--- src/rtl/core/lsi_pkg.sv ---
package lsi_pkg;

    // default coordinate width
    localparam int COORD_WIDTH = 16;

    // configuration register index
    localparam int REG_SEGMENT_MODE = 0;

    // result codes
    typedef enum logic [1:0] {
        ST_HIT       = 2'd0,
        ST_PARALLEL  = 2'd1,
        ST_OUTSIDE   = 2'd2,
        ST_SATURATED = 2'd3
    } status_t;

    // control that travels beside the payload
    typedef struct packed {
        logic    valid;
        status_t status;
    } ctl_t;

    // stage count of one coordinate lane: multiply, setup, one per quotient bit, clamp
    function automatic int lane_lat(input int cw);
        return cw + 5;
    endfunction

endpackage

--- src/rtl/core/lsi_lane.sv ---
module lsi_lane #(
    parameter int CW = lsi_pkg::COORD_WIDTH
) (
    input  logic                  clk,
    input  logic                  en,
    input  logic signed [CW-1:0]  base,
    input  logic [CW:0]           mag_delta,
    input  logic [2*CW+2:0]       mag_n,
    input  logic [2*CW+2:0]       mag_d,
    input  logic                  neg,
    output logic signed [CW-1:0]  coord,
    output logic                  clamped
);

    localparam int DW  = CW + 1;
    localparam int NW  = 2 * DW + 1;
    localparam int QB  = CW + 2;
    localparam int PRW = NW + DW;
    localparam int RW  = PRW + 2;
    localparam int VW  = CW + 4;

    // multiply |na| by |delta|
    logic [PRW-1:0]       prod_reg;
    logic [NW-1:0]        dm_reg;
    logic signed [CW-1:0] base_m_reg;
    logic                 neg_m_reg;

    always_ff @(posedge clk)
    begin
        if (en)
        begin
            prod_reg   <= PRW'(mag_n) * PRW'(mag_delta);
            dm_reg     <= mag_d;
            base_m_reg <= base;
            neg_m_reg  <= neg;
        end
    end

    // rounding bias and overflow test: q = floor((2p + d) / 2d)
    logic [RW-1:0] r0_next;
    logic          ovf0_next;

    always_comb
    begin
        r0_next   = RW'({prod_reg, 1'b0}) + RW'(dm_reg);
        ovf0_next = r0_next[RW-1:QB] >= {dm_reg, 1'b0};
    end

    logic [RW-1:0]        r_reg    [0:QB];
    logic [QB-1:0]        q_reg    [0:QB];
    logic [NW:0]          div_reg  [0:QB];
    logic signed [CW-1:0] base_reg [0:QB];
    logic                 neg_reg  [0:QB];
    logic                 ovf_reg  [0:QB];

    always_ff @(posedge clk)
    begin
        if (en)
        begin
            r_reg[0]    <= r0_next;
            q_reg[0]    <= '0;
            div_reg[0]  <= {dm_reg, 1'b0};
            base_reg[0] <= base_m_reg;
            neg_reg[0]  <= neg_m_reg;
            ovf_reg[0]  <= ovf0_next;
        end
    end

    // restoring division, one quotient bit per stage
    for (genvar k = 0; k < QB; k++)
    begin : g_div
        localparam int BIT = QB - 1 - k;
        logic [RW-1:0] sh;
        logic          ge;

        always_comb
        begin
            sh = RW'(div_reg[k]) << BIT;
            ge = r_reg[k] >= sh;
        end

        always_ff @(posedge clk)
        begin
            if (en)
            begin
                r_reg[k+1]    <= ge ? r_reg[k] - sh : r_reg[k];
                q_reg[k+1]    <= q_reg[k] | (QB'(ge) << BIT);
                div_reg[k+1]  <= div_reg[k];
                base_reg[k+1] <= base_reg[k];
                neg_reg[k+1]  <= neg_reg[k];
                ovf_reg[k+1]  <= ovf_reg[k];
            end
        end
    end

    // apply offset and clamp to the coordinate range
    localparam logic signed [VW-1:0] LIM_HI = VW'((1 <<< (CW - 1)) - 1);
    localparam logic signed [VW-1:0] LIM_LO = -VW'(1 <<< (CW - 1));

    logic signed [VW-1:0] v_next;
    logic signed [CW-1:0] coord_next;
    logic                 clamp_next;

    always_comb
    begin
        v_next = neg_reg[QB]
               ? VW'(base_reg[QB]) - $signed(VW'(q_reg[QB]))
               : VW'(base_reg[QB]) + $signed(VW'(q_reg[QB]));
        if (ovf_reg[QB])
        begin
            clamp_next = 1'b1;
            coord_next = neg_reg[QB] ? LIM_LO[CW-1:0] : LIM_HI[CW-1:0];
        end
        else if (v_next > LIM_HI)
        begin
            clamp_next = 1'b1;
            coord_next = LIM_HI[CW-1:0];
        end
        else if (v_next < LIM_LO)
        begin
            clamp_next = 1'b1;
            coord_next = LIM_LO[CW-1:0];
        end
        else
        begin
            clamp_next = 1'b0;
            coord_next = v_next[CW-1:0];
        end
    end

    always_ff @(posedge clk)
    begin
        if (en)
        begin
            coord   <= coord_next;
            clamped <= clamp_next;
        end
    end

endmodule

--- config.mk ---
export PLATFORM = sky130hd
export DESIGN_NAME = lsi_lane
export DESIGN_NICKNAME = d
export VERILOG_FILES = /design/src/rtl/core/lsi_pkg.sv /design/src/rtl/core/lsi_lane.sv
export SDC_FILE = /design/constraint.sdc
export NUM_CORES = 2
export LEC_CHECK = 0
export BUFFER_PORTS_ARGS = -buffer_cell sky130_fd_sc_hd__clkbuf_2
export CAP_MARGIN = 40
export CORE_MARGIN = 1.5
export CORE_UTILIZATION = 55
export CTS_BUF_LIST = sky130_fd_sc_hd__clkbuf_16
export CTS_CLUSTER_DIAMETER = 30
export DETAILED_ROUTE_END_ITERATION = 12
export PLACE_DENSITY = 0.71
export SYNTH_ARGS = -nofsm -noshare
export SYNTH_HDL_FRONTEND = slang
export SYNTH_SLANG_ARGS = --single-unit
--- constraint.sdc ---
create_clock -name clk -period 12.12 [get_ports clk]
set_input_delay 1.212 -clock clk [delete_from_list [all_inputs] [get_ports clk]]
set_output_delay 1.212 -clock clk [all_outputs]
set_load 0.005 [all_outputs]
Yosys cells after proc, flatten, opt, wreduce, memory -nomap -nowiden --
Memory sizes are Yosys's and may differ from the RTL's. Index checks and enable logic that the tools add are counted.
Word-level totals: register bits after elaboration 121, RAM bits 2394, input port bits 106, memories 6
Memory list:
- r_reg | words 19, bits a word 54, rd ports 18, clocked after Yosys merged registers in 0, wr ports 19, RTL line lsi_lane.sv:49 | logic [RW-1:0] r_reg [0:QB];
- div_reg | words 19, bits a word 36, rd ports 18, clocked after Yosys merged registers in 0, wr ports 19, RTL line lsi_lane.sv:51 | logic [NW:0] div_reg [0:QB];
- q_reg | words 19, bits a word 18, rd ports 19, clocked after Yosys merged registers in 0, wr ports 19, RTL line lsi_lane.sv:50 | logic [QB-1:0] q_reg [0:QB];
- base_reg | words 19, bits a word 16, rd ports 19, clocked after Yosys merged registers in 0, wr ports 19, RTL line lsi_lane.sv:52 | logic signed [CW-1:0] base_reg [0:QB];
- neg_reg | words 19, bits a word 1, rd ports 19, clocked after Yosys merged registers in 0, wr ports 19, RTL line lsi_lane.sv:53 | logic neg_reg [0:QB];
- ovf_reg | words 19, bits a word 1, rd ports 19, clocked after Yosys merged registers in 0, wr ports 19, RTL line lsi_lane.sv:54 | logic ovf_reg [0:QB];
Cells by class: add/subtract/negate cells 21, $mul 1, $lt $le $gt $ge 21, multiplexer cells 26, bitwise operators 18, reduce and logical (&&, ||, !) cells 1
Operators with widths (count):
- $mux W54 | 18
- $mux W16 | 4
- $add A53 B35 Y54 | 1
- $ge A54 B36 Y1 | 1
- $ge A54 B37 Y1 | 1
- $ge A54 B38 Y1 | 1
- $ge A54 B39 Y1 | 1
- $ge A54 B40 Y1 | 1
- $ge A54 B41 Y1 | 1
- $ge A54 B42 Y1 | 1
- $ge A54 B43 Y1 | 1
- $ge A54 B44 Y1 | 1
- $ge A54 B45 Y1 | 1
- $ge A54 B46 Y1 | 1
- $ge A54 B47 Y1 | 1
- $ge A54 B48 Y1 | 1
- $ge A54 B49 Y1 | 1
- $ge A54 B50 Y1 | 1
- $ge A54 B51 Y1 | 1
- $ge A54 B52 Y1 | 1
- $ge A54 B53 Y1 | 1
- $sub A54 B36 Y54 | 1
- $sub A54 B37 Y54 | 1
- $sub A54 B38 Y54 | 1
- other kinds (42) | 44

Depth between registers and ports, before layout --
An unclocked memory read counts as a cell.
word-level depth 7, depth in mapped cells 28, gate-level depth less buffers 28

Least setup slack after synthesis --
No wires, ideal clock.
path kind input -> register, start point input mag_delta[4], end point register prod_reg[50] (data pin), arrival 7.492 ns, required time 11.856 ns, slack 4.365 ns, cell stages on the path 23, buffers on the path 2, path through clkbuf_1 clkbuf_1 nand2_1 fa_1 fa_1 fa_1 inv_1 fa_1 fa_1 inv_1 fa_1 inv_1 ha_1 a21o_1 a211o_1 o31ai_1 o311ai_1 nand4_1 nand3_1 a311oi_1 o221ai_1 a221oi_1 xnor2_1
On the way: cells in the longest elaborated chain, start to end 1
RTL lines:
- start: declaration | RTL line lsi_lane.sv:7 | input logic [CW:0] mag_delta,
- $mul A35 B17 Y52 | RTL line lsi_lane.sv:32 | prod_reg <= PRW'(mag_n) * PRW'(mag_delta);
- end signal: assignment | RTL line lsi_lane.sv:32
- end: declaration | RTL line lsi_lane.sv:23 | logic [PRW-1:0] prod_reg;
No other way between the ends. A chain may end at the register's enable or synchronous reset.

Worst setup path in the final report --
start point input mag_delta[7], end point register prod_reg[50] (data pin)
Same word-level chain as after synthesis.

==> out/metrics.yaml <==
floorplan:
  die_h_um: 493
  core_area_um2: 238000
  die_w_um: 493
  fp-row-count: 179
  io_pins: 123
  start_util_pct: 55.4
  dieArea_um2: 243000
synth:
  ys.warnings.count: 0
  synthFlopType: "edfxtp_1"
  postSynthCellCount: 11800
  syn_area_per_cell_um2: 11.2
  synth_nets: 13200
  synth_cell_types: 98
  ys_ff_latch: 2218
  synth_area_um2: 132000
  ys_async_sr_fraction_pct: 0
  yosysSeqAreaShare_pct: 50.4
  synth-edff-count: 2218
setup_path:
  max_stage_delay_ns: 0.56
  worstPathArrival_ns: 8.88
  ff2ff_path_depth: 26
  cp_max_fo: 35
  reg2reg_to: "ovf_reg[0]"
  crit_path_start_kind: "primary input"
  crit_start: "mag_delta[7]"
  cpMaxStageDelayCell: "o31ai_1"
  crit_type: "in -> reg"
  end_kind: "flip-flop"
  r2r-start: "prod_reg[0]"
  critical_path_required_ns: 12.85
  path_cells: "clkbuf_2, and2_1, fa_1, inv_1, fa_1, fa_1, inv_1, fa_1, fa_1, inv_1, fa_1, inv_1, ha_1, a21o_1, a211o_1, o31ai_1, o311ai_1, nand4_1, nand3_1, a311oi_1, o221ai_1, a221oi_1, xnor2_1"
  crit_top_cell: "fa_1"
  r2r_slack_ns: 4.96
place:
  numPortBuffers: 122
  pre_cts_ws_ns: 3.14
  hpwl_um: 239000
  gp_congestion: 0.984
sta:
  clock.fmax_mhz: 123
  fin_crit_sh_pct: 67.3
  clock_skew_ns: 0.117
  tightest_slew_ns: 1.01
  fin_ws_ns: 3.97
  max-slew-margin-rel_pct: 30.8
  setup_viol: 0
  fin_tns_setup_ns: 0
  rsz0062_at_grt: "false"
  final-hold-violation-count: 0
  finalCriticalPeriod_ns: 8.15
  drv_slew: 0
worst_hold_path:
  worstHoldEndpoint: "r_reg[1][5]"
  whs_path_depth: 0
  min_from: "r_reg[0][5]"
  hold_class: "reg -> reg"
power_and_ir_drop:
  powerDensity_nw_per_um2: 303
  p_leak_uw: 0.0632
  p_int_uw: 27800
  p_clk_share_pct: 25.4
  ir_drop_uv: 698
  p_sw_share_pct: 39.2
  power_frac_seq_pct: 27.7
  switching_power_uw: 17900
  comb_power_share_pct: 46.9
route:
  postRouteAntennaNets: 0
  drtIter0Drc: 6213
  post-route-drc-count: 0
  via_per_inst: 5.72
  post_drt_wl_per_cell_um: 20.3
  num_vias: 89200
  first_pass_iters: 6
  totalWireLength_um: 317000
clocking:
  ctsResizeCount: 0
  clkLatencyLatePin_ns: 0.97
  hold_buffers: 0
  clockRootBuffer: "clkbuf_16"
  cts.sinks: 2218
  cts_tree: "yes"
  clkTransAtPathRegs_ns: 0.05
  cts_made_buffers: 433
  postCtsSetupBuffers: 0
  htreeDepth: 5
  cts_buffer_depth: 4
grt:
  grt_max_degree: 177
  antenna_found_initial: 12
  grt_usage_pct: 25.9
  grt_pass1_wl_um: 494000
  overflow: 0
  grt_pass1_vias: 91600
final_layout:
  fin_util_pct: 63.3
  drive_gt1_share_pct: 8.78
  largest_register_ffs: 972
  syn2layout_area_growth_pct: 14.2
  nets: 13500
flow_run:
  cap_violations: 0
status:
  outcome: "finished, final reports clean"
area by class of cell:
| type | count | area, µm² |
|---|---|---|
| multi-input cells | 7758 | 58800 |
| fillers | 18400 | 87500 |
| repair buffers | 205 | 1450 |
| diodes | 14 | 35.0 |
| clock buffers | 437 | 10900 |
| clock inverters | 350 | 3560 |
| flip-flops and latches | 2218 | 66600 |
| inverters | 1465 | 5500 |
| well taps | 3167 | 3960 |
critical path: cells and delay by family:
family / cells / cell delay (ns)
xor+xnor: 1 / 0.11
fa+ha+maj: 7 / 3.46
buf+inv: 5 / 0.70
compound gates: 7 / 2.62
simple gates: 3 / 0.76
synthesized netlist by cell type (38+ instances only):
| master | n | area (µm²) |
|---|---|---|
| fa_1 | 513 | 10300 |
| o211ai_1 | 38 | 285 |
| edfxtp_1 | 2218 | 66600 |
| o31ai_1 | 47 | 353 |
| or3_1 | 48 | 300 |
| a31oi_1 | 74 | 463 |
| nor2_1 | 726 | 2730 |
| nand3_1 | 181 | 906 |
| nand2b_1 | 116 | 726 |
| and2_1 | 254 | 1590 |
| inv_1 | 1459 | 5480 |
| nand4_1 | 143 | 895 |
| nor3_1 | 145 | 726 |
| a21oi_1 | 915 | 4580 |
| nor4_1 | 92 | 576 |
| nor2b_1 | 117 | 732 |
| clkbuf_1 | 275 | 1030 |
| and3_1 | 66 | 413 |
| o21ai_0 | 520 | 2600 |
| ha_1 | 844 | 10600 |
| o21bai_1 | 92 | 691 |
| mux2_2 | 93 | 1050 |
| xnor2_1 | 468 | 4100 |
| a21o_1 | 438 | 3290 |
| nand2_1 | 963 | 3610 |
| xor2_1 | 311 | 2720 |
| o21a_1 | 95 | 713 |
layer usage:
metal  global-route usage (%)  wire, µm  up-vias
met5                        0        68        -
met4                     14.5     18100        8
met3                     3.80     15100      907
met2                     46.8    163000     2769
met1                     29.2    120000    43300
li1                         -         -    42300
layout by cell type (no fill, tap or decap), drive strengths merged, types with 438 or more instances in the layout:
master / netlist / routed
nand2: 963 / 963
ha: 844 / 844
o21ai: 535 / 535
nor2: 727 / 727
a21o: 438 / 438
edfxtp: 2218 / 2218
xnor2: 468 / 468
clkbuf: 276 / 558
inv: 1463 / 1548
fa: 513 / 513
a21oi: 916 / 916
per-stage QoR:
| step | total power, µW | hold WS, ns | std cells | cell area [µm²] |
|---|---|---|---|---|
| after floorplan | 28100 | 0.400 | 11800 | 132000 |
| after global placement | 33500 | 0.400 | 14800 | 136000 |
| after detailed placement | 34000 | 0.405 | 14800 | 136000 |
| after CTS | 45800 | 0.318 | 15600 | 151000 |
| after global routing | 48800 | 0.333 | 15600 | 151000 |
| final | 45700 | 0.365 | 15600 | 151000 |
how the worst max path moves through the flow:
stage / slack, ns / cells past startpoint / end
final: 3.97 / 23 / prod_reg[50]
after global routing: 3.69 / 23 / prod_reg[50]
after CTS: 4.18 / 23 / prod_reg[50]
after detailed placement: 3.14 / 23 / prod_reg[50]
after global placement: 3.23 / 23 / prod_reg[50]
after floorplan: 4.36 / 23 / prod_reg[50]
kinds of logic after synthesis:
family	Yosys count	synth area share, %
XOR/XNOR	779	5.17
flip-flops	2218	50.4
buffers and inverters	1780	5.09
adder cells (fa/ha/maj)	1357	15.8
AND/OR/NAND/NOR	3001	10.9
multiplexers	102	0.862
AO/OA/AOI/OAI	2519	11.8
power groups by stage:
stage | Clock [µW] | Combinational (µW) | Sequential (µW)
4_1_cts | 11800 | 21300 | 12600
6_report | 11600 | 21400 | 12700
5_1_grt | 12200 | 23900 | 12800
2_1_floorplan | 0 | 15900 | 12100
3_5_place_dp | 0 | 21200 | 12800
3_3_place_gp | 0 | 20700 | 12700
(Power assumes the default switching activity.)
